==> src/hdl/mktd_pkg.sv <==
// Shared types, constants and the letter lookup for the Morse key timing decoder.
// Used by every module under hdl; depends on nothing else.
package mktd_pkg;

    localparam int COUNT_WIDTH = 16;
    localparam int CFG_W       = 16;
    localparam int CMP_W       = (COUNT_WIDTH > CFG_W) ? COUNT_WIDTH : CFG_W;
    localparam int CODE_W      = 8;
    localparam int CHAR_W      = 7;

    localparam logic [COUNT_WIDTH-1:0] COUNT_MAX = '1;

    localparam int FIFO_DEPTH  = 4;
    localparam int FIFO_PTR_W  = 2;
    localparam int FIFO_CNT_W  = 3;

    localparam logic [CHAR_W-1:0] CH_SPACE   = 7'd32;
    localparam logic [CHAR_W-1:0] CH_INVALID = 7'd35;
    localparam logic [CHAR_W-1:0] CH_A       = 7'd65;

    localparam logic [1:0] SYM_DOT  = 2'b01;
    localparam logic [1:0] SYM_DASH = 2'b10;

    localparam logic [CFG_W-1:0] DASH_MIN_RESET  = 16'd500;
    localparam logic [CFG_W-1:0] SPACE_GAP_RESET = 16'd1250;

    // configuration register indexes
    localparam logic REG_DASH_MIN  = 1'b0;
    localparam logic REG_SPACE_GAP = 1'b1;

    typedef struct packed {
        logic [CFG_W-1:0] dash_min;
        logic [CFG_W-1:0] space_gap;
    } cfg_t;

    // one queued action: a letter, a space, or a letter followed by a space
    typedef struct packed {
        logic              has_letter;
        logic [CODE_W-1:0] code;
        logic              has_space;
    } entry_t;

    typedef struct packed {
        logic   valid;
        entry_t entry;
    } head_t;

    typedef struct packed {
        logic [CHAR_W-1:0] ch;
        logic              inv;
    } lookup_t;

    function automatic lookup_t letter_lookup(input logic [CODE_W-1:0] code);
        lookup_t    r;
        logic [4:0] idx;
        logic       hit;
        idx = '0;
        hit = 1'b1;
        unique case (code)
            8'h60: idx = 5'd0;
            8'h95: idx = 5'd1;
            8'h99: idx = 5'd2;
            8'h94: idx = 5'd3;
            8'h40: idx = 5'd4;
            8'h59: idx = 5'd5;
            8'hA4: idx = 5'd6;
            8'h55: idx = 5'd7;
            8'h50: idx = 5'd8;
            8'h6A: idx = 5'd9;
            8'h98: idx = 5'd10;
            8'h65: idx = 5'd11;
            8'hA0: idx = 5'd12;
            8'h90: idx = 5'd13;
            8'hA8: idx = 5'd14;
            8'h69: idx = 5'd15;
            8'hA6: idx = 5'd16;
            8'h64: idx = 5'd17;
            8'h54: idx = 5'd18;
            8'h80: idx = 5'd19;
            8'h58: idx = 5'd20;
            8'h56: idx = 5'd21;
            8'h68: idx = 5'd22;
            8'h96: idx = 5'd23;
            8'h9A: idx = 5'd24;
            8'hA5: idx = 5'd25;
            default: hit = 1'b0;
        endcase
        r.ch  = hit ? CH_A + CHAR_W'(idx) : CH_INVALID;
        r.inv = !hit;
        return r;
    endfunction

endpackage

==> src/hdl/mktd_front.sv <==
// Front end: accepts key ticks, tracks edges and timing, builds the symbol code
// and pushes letter/space actions into the queue. Depends on mktd_pkg.
module mktd_front (
    input  logic                  clk,
    input  logic                  rst_n,
    input  mktd_pkg::cfg_t        cfg,
    input  logic                  accept,
    input  logic                  key_level,
    output logic                  push,
    output mktd_pkg::entry_t      push_entry
);
    import mktd_pkg::*;

    logic                   prev_level_reg, prev_level_next;
    logic [COUNT_WIDTH-1:0] elapsed_reg, elapsed_next;
    logic [CODE_W-1:0]      code_reg, code_next;
    logic [1:0]             sym_count_reg, sym_count_next;

    logic [COUNT_WIDTH-1:0] cnt;
    logic [CMP_W-1:0]       cnt_ext, dash_ext, word_ext;
    logic [1:0]             sym;
    logic [CODE_W-1:0]      code_with_sym;

    assign cnt      = (elapsed_reg == COUNT_MAX) ? elapsed_reg : elapsed_reg + 1'b1;
    assign cnt_ext  = CMP_W'(cnt);
    assign dash_ext = CMP_W'(cfg.dash_min);
    assign word_ext = CMP_W'(cfg.space_gap);
    assign sym      = (cnt_ext >= dash_ext) ? SYM_DASH : SYM_DOT;

    always_comb
    begin
        code_with_sym = code_reg;
        unique case (sym_count_reg)
            2'd0: code_with_sym[7:6] = sym;
            2'd1: code_with_sym[5:4] = sym;
            2'd2: code_with_sym[3:2] = sym;
            2'd3: code_with_sym[1:0] = sym;
        endcase
    end

    always_comb
    begin
        prev_level_next       = prev_level_reg;
        elapsed_next          = elapsed_reg;
        code_next             = code_reg;
        sym_count_next        = sym_count_reg;
        push                  = 1'b0;
        push_entry.has_letter = 1'b0;
        push_entry.code       = code_reg;
        push_entry.has_space  = 1'b0;
        if (accept)
        begin
            prev_level_next = key_level;
            priority if (prev_level_reg && !key_level)
            begin
                // release: record the symbol, flush on the fourth
                elapsed_next = '0;
                if (sym_count_reg == 2'd3)
                begin
                    push                  = 1'b1;
                    push_entry.has_letter = 1'b1;
                    push_entry.code       = code_with_sym;
                    code_next             = '0;
                    sym_count_next        = '0;
                end
                else
                begin
                    code_next      = code_with_sym;
                    sym_count_next = sym_count_reg + 2'd1;
                end
            end
            else if (!prev_level_reg && key_level)
            begin
                // press after a letter gap ends the letter
                elapsed_next = '0;
                if (cnt_ext >= dash_ext && cnt_ext < word_ext && sym_count_reg != 2'd0)
                begin
                    push                  = 1'b1;
                    push_entry.has_letter = 1'b1;
                    code_next             = '0;
                    sym_count_next        = '0;
                end
            end
            else
            begin
                elapsed_next = cnt;
                // word space fires once, never while the count sits saturated
                if (!key_level && cnt_ext == word_ext && cnt != elapsed_reg)
                begin
                    push                  = 1'b1;
                    push_entry.has_letter = (sym_count_reg != 2'd0);
                    push_entry.has_space  = 1'b1;
                    code_next             = '0;
                    sym_count_next        = '0;
                end
            end
        end
    end

    always_ff @(posedge clk or negedge rst_n)
    begin
        if (!rst_n)
        begin
            prev_level_reg <= 1'b0;
            elapsed_reg    <= '0;
            code_reg       <= '0;
            sym_count_reg  <= '0;
        end
        else
        begin
            prev_level_reg <= prev_level_next;
            elapsed_reg    <= elapsed_next;
            code_reg       <= code_next;
            sym_count_reg  <= sym_count_next;
        end
    end

endmodule

==> src/hdl/mktd_fifo.sv <==
// Action queue between front and back end, FIFO_DEPTH entries of entry_t.
// Depends on mktd_pkg.
module mktd_fifo (
    input  logic              clk,
    input  logic              rst_n,
    input  logic              push,
    input  mktd_pkg::entry_t  push_entry,
    input  logic              pop,
    output logic              full,
    output mktd_pkg::head_t   head
);
    import mktd_pkg::*;

    entry_t                mem [FIFO_DEPTH];
    logic [FIFO_PTR_W-1:0] wr_ptr_reg, wr_ptr_next;
    logic [FIFO_PTR_W-1:0] rd_ptr_reg, rd_ptr_next;
    logic [FIFO_CNT_W-1:0] count_reg, count_next;

    assign full       = (count_reg == FIFO_CNT_W'(FIFO_DEPTH));
    assign head.valid = (count_reg != '0);
    assign head.entry = mem[rd_ptr_reg];

    always_comb
    begin
        wr_ptr_next = push ? wr_ptr_reg + 1'b1 : wr_ptr_reg;
        rd_ptr_next = pop  ? rd_ptr_reg + 1'b1 : rd_ptr_reg;
        count_next  = count_reg + FIFO_CNT_W'(push) - FIFO_CNT_W'(pop);
    end

    always_ff @(posedge clk)
    begin
        if (push)
        begin
            mem[wr_ptr_reg] <= push_entry;
        end
    end

    always_ff @(posedge clk or negedge rst_n)
    begin
        if (!rst_n)
        begin
            wr_ptr_reg <= '0;
            rd_ptr_reg <= '0;
            count_reg  <= '0;
        end
        else
        begin
            wr_ptr_reg <= wr_ptr_next;
            rd_ptr_reg <= rd_ptr_next;
            count_reg  <= count_next;
        end
    end

    a_no_overflow: assert property (@(posedge clk) disable iff (!rst_n)
        !(push && full && !pop))
        else $error("queue push while full");

    a_no_underflow: assert property (@(posedge clk) disable iff (!rst_n)
        pop |-> head.valid)
        else $error("queue pop while empty");

endmodule

==> src/hdl/mktd_back.sv <==
// Back end: pops queued actions, looks up the letter and drives the output
// register, splitting a letter-then-space action over two transfers. Depends on mktd_pkg.
module mktd_back (
    input  logic                          clk,
    input  logic                          rst_n,
    input  mktd_pkg::head_t               head,
    output logic                          pop,
    output logic                          out_valid,
    input  logic                          out_stall,
    output logic [mktd_pkg::CHAR_W-1:0]   char_code,
    output logic                          is_invalid,
    output logic                          last_of_run
);
    import mktd_pkg::*;

    logic              valid_reg, valid_next;
    logic              space_pend_reg, space_pend_next;
    logic [CHAR_W-1:0] char_reg, char_next;
    logic              inv_reg, inv_next;
    logic              last_reg, last_next;
    logic              load;
    lookup_t           lk;

    assign lk   = letter_lookup(head.entry.code);
    assign load = !valid_reg || !out_stall;
    assign pop  = load && !space_pend_reg && head.valid;

    always_comb
    begin
        valid_next      = valid_reg;
        space_pend_next = space_pend_reg;
        char_next       = char_reg;
        inv_next        = inv_reg;
        last_next       = last_reg;
        if (load)
        begin
            priority if (space_pend_reg)
            begin
                valid_next      = 1'b1;
                space_pend_next = 1'b0;
                char_next       = CH_SPACE;
                inv_next        = 1'b0;
                last_next       = 1'b1;
            end
            else if (head.valid && head.entry.has_letter)
            begin
                // hold the space for the next transfer
                valid_next      = 1'b1;
                space_pend_next = head.entry.has_space;
                char_next       = lk.ch;
                inv_next        = lk.inv;
                last_next       = !head.entry.has_space;
            end
            else if (head.valid)
            begin
                valid_next = 1'b1;
                char_next  = CH_SPACE;
                inv_next   = 1'b0;
                last_next  = 1'b1;
            end
            else
            begin
                valid_next = 1'b0;
            end
        end
    end

    always_ff @(posedge clk or negedge rst_n)
    begin
        if (!rst_n)
        begin
            valid_reg      <= 1'b0;
            space_pend_reg <= 1'b0;
        end
        else
        begin
            valid_reg      <= valid_next;
            space_pend_reg <= space_pend_next;
        end
    end

    always_ff @(posedge clk)
    begin
        char_reg <= char_next;
        inv_reg  <= inv_next;
        last_reg <= last_next;
    end

    assign out_valid   = valid_reg;
    assign char_code   = char_reg;
    assign is_invalid  = inv_reg;
    assign last_of_run = last_reg;

    a_pend_after_letter: assert property (@(posedge clk) disable iff (!rst_n)
        space_pend_reg |-> (valid_reg && !last_reg && char_reg != CH_SPACE))
        else $error("pending space without a letter in front of it");

    a_space_is_last: assert property (@(posedge clk) disable iff (!rst_n)
        (valid_reg && char_reg == CH_SPACE) |-> (last_reg && !inv_reg))
        else $error("space result not last of run");

    a_invalid_mark: assert property (@(posedge clk) disable iff (!rst_n)
        (valid_reg && inv_reg) |-> (char_reg == CH_INVALID))
        else $error("invalid flag without error mark");

endmodule

==> src/hdl/morse_key_timing_decoder.sv <==
// Morse key timing decoder, top level: configuration registers, front end,
// action queue and back end. Depends on mktd_pkg, mktd_front, mktd_fifo, mktd_back.
//
// Usage:
//   Input channel (in_valid/in_stall, key_level): one transfer per key tick.
//   Output channel (out_valid/out_stall, char_code/is_invalid/last_of_run):
//   decoded letters 'A'..'Z', '#' with is_invalid for an unknown code, and ' '
//   for a word space. last_of_run marks the final result caused by one tick.
//   Configuration: cfg_wr_en writes cfg_wdata into the dash threshold (index 0)
//   or the word-space gap (index 1); write only while the block is idle.
// Throughput: one tick per cycle while in_stall is low. A tick with two results (letter then
//   space) occupies the output register for two transfers; the 4-entry action
//   queue between front and back end absorbs this.
// Path: with an empty queue and a free output register, the tick's transfer writes
//   its action into the queue; the back end then moves it to the output register.
// Stall: when the receiver stalls, the output holds and the queue fills;
//   in_stall rises once the queue holds four actions. Ticks with no result
//   never occupy the queue.
// Reset: all timing state, the code register and the queue are cleared;
//   the dash threshold returns to 500 and the word-space gap to 1250.
module morse_key_timing_decoder (
    input  logic                          clk,
    input  logic                          rst_n,
    input  logic                          cfg_wr_en,
    input  logic                          cfg_index,
    input  logic [mktd_pkg::CFG_W-1:0]    cfg_wdata,
    input  logic                          in_valid,
    output logic                          in_stall,
    input  logic                          key_level,
    output logic                          out_valid,
    input  logic                          out_stall,
    output logic [mktd_pkg::CHAR_W-1:0]   char_code,
    output logic                          is_invalid,
    output logic                          last_of_run
);
    import mktd_pkg::*;

    cfg_t   cfg_reg, cfg_next;
    logic   full;
    logic   accept;
    logic   push;
    logic   pop;
    entry_t push_entry;
    head_t  head;

    always_comb
    begin
        cfg_next = cfg_reg;
        if (cfg_wr_en)
        begin
            unique case (cfg_index)
                REG_DASH_MIN:  cfg_next.dash_min  = cfg_wdata;
                REG_SPACE_GAP: cfg_next.space_gap = cfg_wdata;
            endcase
        end
    end

    always_ff @(posedge clk or negedge rst_n)
    begin
        if (!rst_n)
        begin
            cfg_reg.dash_min  <= DASH_MIN_RESET;
            cfg_reg.space_gap <= SPACE_GAP_RESET;
        end
        else
        begin
            cfg_reg <= cfg_next;
        end
    end

    assign in_stall = full;
    assign accept   = in_valid && !full;

    mktd_front u_front (
        .clk        (clk),
        .rst_n      (rst_n),
        .cfg        (cfg_reg),
        .accept     (accept),
        .key_level  (key_level),
        .push       (push),
        .push_entry (push_entry)
    );

    mktd_fifo u_fifo (
        .clk        (clk),
        .rst_n      (rst_n),
        .push       (push),
        .push_entry (push_entry),
        .pop        (pop),
        .full       (full),
        .head       (head)
    );

    mktd_back u_back (
        .clk         (clk),
        .rst_n       (rst_n),
        .head        (head),
        .pop         (pop),
        .out_valid   (out_valid),
        .out_stall   (out_stall),
        .char_code   (char_code),
        .is_invalid  (is_invalid),
        .last_of_run (last_of_run)
    );

endmodule

==> config.mk <==
export PLATFORM = sky130hd
export DESIGN_NAME = morse_key_timing_decoder
export DESIGN_NICKNAME = d
export VERILOG_FILES = /design/src/hdl/mktd_pkg.sv /design/src/hdl/mktd_front.sv /design/src/hdl/mktd_fifo.sv /design/src/hdl/mktd_back.sv /design/src/hdl/morse_key_timing_decoder.sv
export SDC_FILE = /design/constraint.sdc
export NUM_CORES = 1
export LEC_CHECK = 0
export ABC_AREA = 0
export BUFFER_PORTS_ARGS = -buffer_cell sky130_fd_sc_hd__buf_2
export CAP_MARGIN = 20
export CORE_ASPECT_RATIO = 2
export CORE_MARGIN = 1
export CORE_UTILIZATION = 51
export DETAILED_ROUTE_END_ITERATION = 12
export GPL_TIMING_DRIVEN = 0
export HOLD_SLACK_MARGIN = 0.06
export PLACE_DENSITY_LB_ADDON = 0.25
export SLEW_MARGIN = 20
export SYNTH_ARGS = -nofsm -noshare
export SYNTH_HDL_FRONTEND = slang
export SYNTH_SLANG_ARGS = --single-unit
==> constraint.sdc <==
create_clock -name clk -period 10 [get_ports clk]
set_input_delay 2 -clock clk [delete_from_list [all_inputs] [get_ports clk]]
set_output_delay 2 -clock clk [all_outputs]
set_load 0.1 [all_outputs]
# After elaboration in Yosys (flattened, before gate mapping)
# Memories as Yosys holds them, arrays and structs flattened.
# Index checks and enable logic that the tools add are counted.
# Widths: inputs -> output; s select.
# word_totals
register_bits,77
ramBits,40
input_bits,23
out_inout_bits,11
wordCells,136
n_memories,1
# op_classes
n_addsub,7
n_lt_le_gt_ge,2
n_eq_ne,34
muxes,48
n_bitwise,1
n_reduce_logical,29
# mem_list
name,depth,word_bits,rd,rd_ports_with_merged_regs,write_ports,line_no,source
u_fifo.mem,4,10,1,0,1,mktd_fifo.sv:14,entry_t mem [FIFO_DEPTH];
# op_table
cell,n
$pmux 5 s25,1
$eq 8x7->1 const B,13
$eq 8x8->1 const B,13
$mux 16,3
$mux 8,6
$reduce_or 26->1,1
$mux 1,23
$mux 7,3
$mux 2,10
$add 16x1->16 const B,1
$eq 16x16->1,1
$eq 16x16->1 const B,1
$ge 16x16->1,1
$lt 16x16->1,1
$ne 16x16->1,1
$logic_and 1x1->1,10
$mux 10,1
$mux 9,1
$reduce_bool 3->1,3
$logic_not 1->1,8
$add 7x5->7 const A,1
$add 2x1->2 const B,3
$reduce_and 2->1,3
$eq 2x2->1 const B,2
10 further kinds,10

# Longest topological paths before layout
# Gate-level depths: netlist of the first run.
# depth
ltp_word,11
ltp_mapped,23
ltp_nobuf,21

# Cells and area by module
# From an unflattened synthesis of the first run, not the netlist that was laid out.
# unflattened
cells_unflattened,568
hier_area_um2,6701.4
# modules_own_cells
module,n_inst,cells_each,area_per_inst_um2
mktd_front,1,293,2508.7
mktd_fifo,1,86,1836.8
morse_key_timing_decoder,1,70,1272.5
mktd_back,1,119,1083.5

# Worst setup path after synthesis of the first run
# No wires, ideal clock.
# synth_timing
path_kind,flip-flop to flip-flop
start,register u_front.elapsed_reg[0]
end,register u_fifo.count_reg[2]
t_arrival_ns,5.228
path_slack_ns,4.646
stages_incl_launch_ff,24
path_cell_list,dfrtp_1 -> ha_1 -> and3_1 -> nand4_1 -> or4_1 -> clkbuf_1 -> clkbuf_1 -> xnor2_1 -> ha_1 -> nand2b_1 -> a21o_1 -> a21o_1 -> a2111oi_0 -> o21ai_0 -> a221oi_1 -> o21ai_0 -> nand2_1 -> ha_1 -> inv_1 -> ha_1 -> inv_1 -> fa_1 -> xnor2_1 -> xnor2_1
# synth_via
elab_chain_cells,11
word_cells_on_any_way,18
classes_between,add/sub: 3; order compare: 2; eq/ne: 3; mux: 6; reduce/logical: 4
# synth_lines
item,line_no,source
start: declaration,mktd_front.sv:15,"logic [COUNT_WIDTH-1:0] elapsed_reg, elapsed_next;"
start signal: assignment,mktd_front.sv:112,elapsed_reg <= elapsed_next;
$add 16x1->16 / $eq 16x16->1 (equally long branches),mktd_front.sv:24,assign cnt = (elapsed_reg == COUNT_MAX) ? elapsed_reg : elapsed_reg + 1'b1;
$mux 16,mktd_front.sv:24,
$ge 16x16->1 (tied with other cells),mktd_front.sv:76,if (cnt_ext >= dash_ext && cnt_ext < word_ext && sym_count_reg != 2'd0)
"$logic_and 1x1->1, on equally long branches (2 in series)","mktd_front.sv:76, mktd_front.sv:88",
"$mux 1, on equally long branches","mktd_front.sv:76, mktd_front.sv:88",
$mux 1 (*),mktd_front.sv:72,else if (!prev_level_reg && key_level)
$mux 1 (*),mktd_front.sv:54,priority if (prev_level_reg && !key_level)
$mux 1 (*),mktd_front.sv:51,if (accept)
$add 3x1->3 (*),mktd_fifo.sv:27,count_next = count_reg + FIFO_CNT_W'(push) - FIFO_CNT_W'(pop);
$sub 3x1->3 (*),mktd_fifo.sv:27,
named net u_fifo.count_next[2],mktd_fifo.sv:17,"logic [FIFO_CNT_W-1:0] count_reg, count_next;"
end signal: assignment,mktd_fifo.sv:50,count_reg <= count_next;
end: declaration,mktd_fifo.sv:17,
# The timed path passes the listed nets; every way through them passes the cells marked *.
# A chain may end at the register's enable or synchronous reset.

# Worst setup path in the final report of the first run
# Same ends and word-level chain as after synthesis.

==> flow_summary.json, run 1 <==
{
  "antenna_cells": 0,
  "nNetsFinal": 692,
  "max_freq_mhz": 152,
  "power_uw": 1910,
  "ir_drop_uv": 194,
  "dieArea_mm2": 0.0131,
  "syn_avg_cell_area_um2": 11.3,
  "cts_resized": 0,
  "cts_root_buffer": "clkbuf_16",
  "path_max_fanout": 10,
  "cp_common_cell": "ha_1",
  "synth_cell_type_count": 65,
  "max_stage_delay_ns": 0.58,
  "antenna_found_initial": 0,
  "ys_ff_latch": 117,
  "grt.busiest_layer": "met2",
  "final_max_slew_viol_count": 0,
  "r2r-end": "u_fifo.count_reg[2]",
  "fin_skew_ns": 0.0100,
  "cts_tree": "built",
  "largest_register_ffs": 40,
  "cp.required_ns": 10.33,
  "timing.rr.start": "u_front.elapsed_reg[0]",
  "syn_nets": 639,
  "min_period_ns": 6.57,
  "synth_most_common_cell": "dfrtp_1",
  "cpMaxStageDelayCell": "a221oi_1",
  "synthArstFlopShare_pct": 58.1,
  "yosys_warnings": 0,
  "clkTransAtPathRegs_ns": 0.06,
  "die_h_um": 161,
  "initial_utilization_pct": 52.7,
  "finalCritPeriodShare_pct": 65.7,
  "grtUsageMet1_pct": 22.1,
  "drtIter0Drc": 323,
  "numPortBuffers": 32,
  "cts_sinks": 117,
  "synth_top_area_share_pct": 22.9,
  "final_area_mm2": 0.00741,
  "setup_violations": 0,
  "ios": 34,
  "vias": 4742,
  "cts_max_level": 4,
  "grt_util_all_layers_pct": 24.8,
  "synth-edff-count": 49,
  "vias_per_cell": 6.05,
  "cap_violations": 0,
  "first_pass_iters": 5,
  "grt_use_met2_pct": 47.6,
  "met3_usage_pct": 4.72,
  "stdcell_count": 784,
  "syn_inst": 571,
  "finalHoldViolCount": 0,
  "startpoint_type": "flip-flop",
  "post_drt_wl_per_cell_um": 18.6,
  "endpoint": "u_fifo.count_reg[2]",
  "tightest_slew_ns": 0.889,
  "rows": 57,
  "grt_pass1_wl_um": 23900,
  "postPlaceCellArea_mm2": 0.00680,
  "area_delta_synth_final_pct": 15.2,
  "setup_tns_ns": 0,
  "dp_hpwl_um": 10800,
  "power_density_mw_per_mm2": 258,
  "crit_chain": "ha_1 -> and3_1 -> nand4_1 -> or4_1 -> clkbuf_1 -> clkbuf_1 -> xnor2_1 -> ha_1 -> nand2b_1 -> a21o_1 -> a21o_1 -> a2111oi_0 -> o21ai_0 -> a221oi_1 -> clkbuf_2 -> o21ai_0 -> nand2_1 -> ha_1 -> inv_1 -> ha_1 -> inv_1 -> fa_1 -> xnor2_1 -> xnor2_1",
  "reg2reg_depth": 24,
  "regArea_mm2": 0.00319,
  "fillers": 974,
  "cts_buffers": 17,
  "wl_um": 14500,
  "coreArea_mm2": 0.0122,
  "holdWs_ns": 0.506,
  "worst-setup-path-type": "flip-flop to flip-flop",
  "dp.cells": 751,
  "drc": 0,
  "synth_flop_cell": "dfrtp_1",
  "grt_pass1_vias": 5018,
  "critPathArrivalTime_ns": 6.90,
  "synthTopCellsByArea": "edfxtp_1 (23%), dfrtp_1 (22%), ha_1 (8.6%)",
  "relSlewSlack_pct": 40.7,
  "postCtsHoldBufs": 0,
  "gp_congestion": 0.916,
  "clock_latency_ns": 0.41,
  "yosysSeqAreaShare_pct": 49.6,
  "synth_area_mm2": 0.00643,
  "synth_top_area_cell": "edfxtp_1",
  "rsz0062_at_grt": "no",
  "clk_path_buf_depth": 2,
  "ys_top_cells_by_count": "dfrtp_1 (57), nand2_1 (56), edfxtp_1 (49)",
  "hold_path_class": "flip-flop to flip-flop",
  "cp-startpoint": "u_front.elapsed_reg[0]",
  "cts_setup_buffers": 0,
  "endpoint_kind": "flip-flop",
  "drive_gt1_share_pct": 18.1,
  "grt_start_max_net_pins": 52,
  "ff2ff_setup_slack_ns": 3.43,
  "p_leak_uw": 0.00327,
  "multi_input_area_mm2": 0.00295,
  "die_x_um": 81.4,
  "grt-ovfl-total": 0,
  "ant_nets": 0,
  "status": "finished, final reports clean"
}
[per-layer routing]
metal	vias up	wire length (um)	part of all wire [%]
met4	0	761	5.2
met3	59	386	2.7
met1	2320	4830	33
met2	148	8570	59
li1	2215	-	-
met5	-	0	0
[where the power goes]
group	total (uW)	switching, uW	internal, uW
registers	633	44.2	589
logic	666	440	226
clock network	610	228	382
[critical path: cells and delay by family, from the launching register on]
kind / cells / cell delay, ns
xor gates and xnor gates: 3 / 0.61
buffers and inverters: 5 / 0.97
and+or+nand+nor: 5 / 1.36
DFF: 1 / 0.43
adders and majority gates: 5 / 1.22
AOI/OAI and AO/OA: 6 / 1.89
[stage by stage]
stage	utilization, %	setup slack [ns]
finish	60.7	3.43
global route	60.7	3.01
CTS	60.7	3.03
detailed placement	55.8	3.07
global placement	55.5	3.20
floorplan	-	4.65
[layout make-up]
cell class                 count  area share [%]
buffer                        23            1.54
clock buffer                  19            6.12
multi-input combinational    385            39.9
inverter                      46            2.33
timing repair buffer          34            2.64
sequential                   117            43.0
clock inverter                13            1.98
tap                          147            2.48
[layout by cell type (no fill, tap or decap), types with 3 or more instances in the layout]
cell and count:
nand4_1 4, clkbuf_1 15, and3_1 13, nor3_1 9, o2111ai_1 4, mux2_2 22
xor2_1 3, and2_1 3, nand2b_1 5, clkbuf_16 17, mux4_1 8, ha_1 44
clkinvlp_4 5, nor3b_1 3, inv_6 3, buf_6 3, xnor2_1 10, o21ai_0 41
a21oi_1 15, buf_1 3, o211ai_1 8, nand2_1 56, a31oi_1 3, a32o_1 7
a22oi_1 3, or3_1 8, inv_1 46, buf_2 32, dfstp_2 11, edfxtp_1 49
nand3_1 18, dfrtp_1 57, nor2_1 18, o21a_1 6, a22o_1 14, nor2b_1 13
a21o_1 9
[cells by family (layout without fill, tap and decap cells)]
family | Yosys count | in the layout | share of synthesized area (%)
compound gates | 127 | 127 | 13.6
xor+xnor | 13 | 13 | 1.77
fa+ha+maj | 45 | 45 | 8.88
buf+inv | 69 | 135 | 4.46
flops | 117 | 117 | 49.6
mux | 34 | 34 | 8.14
simple gates | 166 | 166 | 13.6
[worst min-delay path by stage]
stage                        start             endpoint  slack (ns)  depth (start not counted)
2_1_floorplan  u_front.code_reg[0]  u_front.code_reg[0]        0.47                          2
3_3_place_gp           cfg_reg[12]          cfg_reg[12]        0.49                          1
3_5_place_dp           cfg_reg[12]          cfg_reg[12]        0.50                          1
4_1_cts                cfg_reg[12]          cfg_reg[12]        0.51                          1
5_1_grt                cfg_reg[11]          cfg_reg[11]        0.52                          1
6_report               cfg_reg[12]          cfg_reg[12]        0.51                          1
(Power assumes the default switching activity.)
==> inputs of run 2 (changes only) <==
- ABC_AREA: 0 -> 1
- clock period: 10 -> 6.8 ns (I/O delays scaled with it)
==> run 2 against run 1 <==
  * Combinational power increased by 64%
  * Register-to-register slack worse by 1.9 ns
  * Highest routed layer unchanged
  * Clock-buffer cell count down 1
  * Fmax up 24%
  * First-iteration DRC count fell by 41%
==> flow_summary.json, run 2 <==
{
  "path_buf_inv": 4,
  "grt_util_all_layers_pct": 24.1,
  "dp_hpwl_um": 12200,
  "synth-simple-area-share_pct": 26.4,
  "gp_congestion": 0.937,
  "synthArstFlopShare_pct": 58.1,
  "cp.required_ns": 7.10,
  "ir_drop_uv": 348,
  "coreArea_mm2": 0.0130,
  "ios": 34,
  "critPathTopFamily": "simple AND/OR/NAND/NOR gates",
  "cts_tree": "built",
  "synthTopCellsByArea": "edfxtp_1 (22%), dfrtp_1 (21%), nand2_1 (15%)",
  "grt_pass1_vias": 5705,
  "min_period_ns": 5.28,
  "yosys_warnings": 0,
  "ys_ff_latch": 117,
  "rsz0062_at_grt": "no",
  "drc": 0,
  "layout_commonest_cell": "nand2_1",
  "setup_slack_ns": 1.52,
  "synth_top_area_share_pct": 21.7,
  "area_delta_synth_final_pct": 14.7,
  "synth_most_common_cell": "nand2_1",
  "syn_inst": 843,
  "numPortBuffers": 33,
  "relSlewSlack_pct": 32.2,
  "cts_resized": 0,
  "synth-edff-count": 49,
  "wl_um": 15200,
  "largest_register_ffs": 40,
  "yosysSeqAreaShare_pct": 47.0,
  "grt_start_max_net_pins": 55,
  "cap_violations": 0,
  "max_freq_mhz": 190,
  "die_h_um": 165,
  "grt_pass1_wl_um": 25400,
  "cp_common_cell": "nand2_1",
  "cpMaxStageDelayCell": "dfrtp_1",
  "setup_violations": 0,
  "finalHoldViolCount": 0,
  "tightest_slew_ns": 1.01,
  "cts_setup_buffers": 0,
  "hold_path_class": "flip-flop to flip-flop",
  "clk_path_buf_depth": 2,
  "synth_area_mm2": 0.00678,
  "cts_buffers": 17,
  "startpoint_type": "flip-flop",
  "vias_per_cell": 5.25,
  "ys_top_cells_by_count": "nand2_1 (274), inv_1 (116), nor2_1 (67)",
  "postCtsHoldBufs": 0,
  "post_drt_wl_per_cell_um": 14.4,
  "cts_max_level": 4,
  "fillers": 1182,
  "final_max_slew_viol_count": 0,
  "drive_gt1_share_pct": 12.0,
  "power_density_mw_per_mm2": 381,
  "antenna_cells": 0,
  "max_stage_delay_ns": 0.41,
  "first_pass_iters": 5,
  "pre_cts_ws_ns": 1.55,
  "synth_compound_area_share_pct": 8.25,
  "critPathArrivalTime_ns": 5.58,
  "die_x_um": 83.5,
  "syn_avg_cell_area_um2": 8.04,
  "worst-setup-path-type": "flip-flop to flip-flop",
  "crit_chain": "ha_1 -> and3_1 -> nand2_1 -> nor2_2 -> inv_1 -> nand2_1 -> inv_1 -> nand3_1 -> nor2_1 -> xor2_1 -> ha_1 -> nand2_1 -> nor3_1 -> nand2_1 -> nand3_1 -> nand3_1 -> nand2_1 -> nand3_1 -> ha_1 -> inv_1 -> ha_1 -> inv_1 -> fa_1 -> xor2_1",
  "antenna_found_initial": 0,
  "finalCritPeriodShare_pct": 77.6,
  "synth_top_area_cell": "edfxtp_1",
  "cts_root_buffer": "clkbuf_16",
  "setup_tns_ns": 0,
  "drtIter0Drc": 192,
  "initial_utilization_pct": 52.2,
  "synth_top_family_by_area": "simple AND/OR/NAND/NOR gates",
  "grt-ovfl-total": 0,
  "synth_mux_area_share_pct": 0.148,
  "cts_sinks": 117,
  "synth_cell_type_count": 40,
  "ant_nets": 0,
  "path_max_fanout": 9,
  "status": "finished, final reports clean",
  "synth_flop_cell": "dfrtp_1",
  "dieArea_mm2": 0.0138,
  "clkTransAtPathRegs_ns": 0.06,
  "synth_xor_area_share_pct": 2.07,
  "clock_latency_ns": 0.42,
  "final_cell_mix": "nand2_1 (274), inv_1 (116), nor2_1 (67)",
  "syn_nets": 911,
  "vias": 5569,
  "rows": 59,
  "nNetsFinal": 964,
  "endpoint_kind": "flip-flop",
  "fin_skew_ns": 0.00979,
  "synthAdderAreaFrac_pct": 8.41,
  "p_leak_uw": 0.00393
}
run 2: cells by family after synthesis:
family                   Yosys count
buffers and inverters            135
XOR/XNOR                          16
AND/OR/NAND/NOR                  425
multiplexers                       1
adder cells (fa/ha/maj)           45
flip-flops                       117
AO/OA/AOI/OAI                    104
run 2: worst register-to-register path: stages, from the launching register on:
cell     delay (ns)
dfrtp_1        0.41
ha_1           0.23
and3_1         0.22
nand2_1        0.08
nor2_2         0.33
inv_1          0.25
nand2_1        0.20
inv_1          0.08
nand3_1        0.13
nor2_1         0.08
xor2_1         0.18
ha_1           0.30
nand2_1        0.08
nor3_1         0.35
nand2_1        0.09
nand3_1        0.29
nand3_1        0.11
nand2_1        0.25
nand3_1        0.34
ha_1           0.41
inv_1          0.05
ha_1           0.12
inv_1          0.05
fa_1           0.37
xor2_1         0.17
run 2: layout make-up:
| class | count | area [um^2] | share of cell area [%] |
|---|---|---|---|
| Sequential cell | 117 | 3190 | 41.0 |
| Multi-Input combinational cell | 591 | 3070 | 39.4 |
| Inverter | 119 | 447 | 5.74 |
| Clock buffer | 18 | 429 | 5.52 |
| Timing Repair Buffer | 34 | 195 | 2.51 |
| Tap cell | 152 | 190 | 2.44 |
| Clock inverter | 14 | 184 | 2.36 |
| Buffer | 16 | 78.8 | 1.01 |
run 2: final timing paths:
| kind | startpoint | endpoint | slack, ns | cells after the start |
|---|---|---|---|---|
| min in group asynchronous | rst_n | cfg_reg[27] | 0.80 | 1 |
| max | u_front.elapsed_reg[0] | u_fifo.count_reg[2] | 1.52 | 24 |
| max reg2reg | u_front.elapsed_reg[0] | u_fifo.count_reg[2] | 1.52 | 24 |
| min reg2reg | cfg_reg[4] | cfg_reg[4] | 0.48 | 2 |
| max in group asynchronous | rst_n | cfg_reg[20] | 5.41 | 2 |
| min | cfg_reg[4] | cfg_reg[4] | 0.48 | 2 |
run 2: per-stage QoR:
step                util [%]  power, uW  instances  hold WS [ns]  area [um^2]
detailed placement      55.2       2050       1029         0.473         7170
finish                  59.9       2960       1061         0.483         7780
CTS                     59.9       2980       1061         0.487         7780
global placement        54.9       2030       1028         0.465         7140
global route            59.9       3150       1061         0.506         7780
floorplan                  -       1800        843         0.453         6780
run 2: metal layers:
metal  up-vias  global-route usage (%)  part of all wire (%)
met5         -                       0                     0
met4         0                    19.3                   6.9
met3        73                    3.08                   2.4
met2       142                    51.0                    60
met1      2533                    18.3                    30
li1       2821                       -                     -
run 2: where the power goes:
part           internal [uW]  total [uW]  switching, uW  leakage [uW]
Sequential               876         948           72.1       0.00131
Clock                    609         926            317      0.000294
Combinational            300        1090            789       0.00232
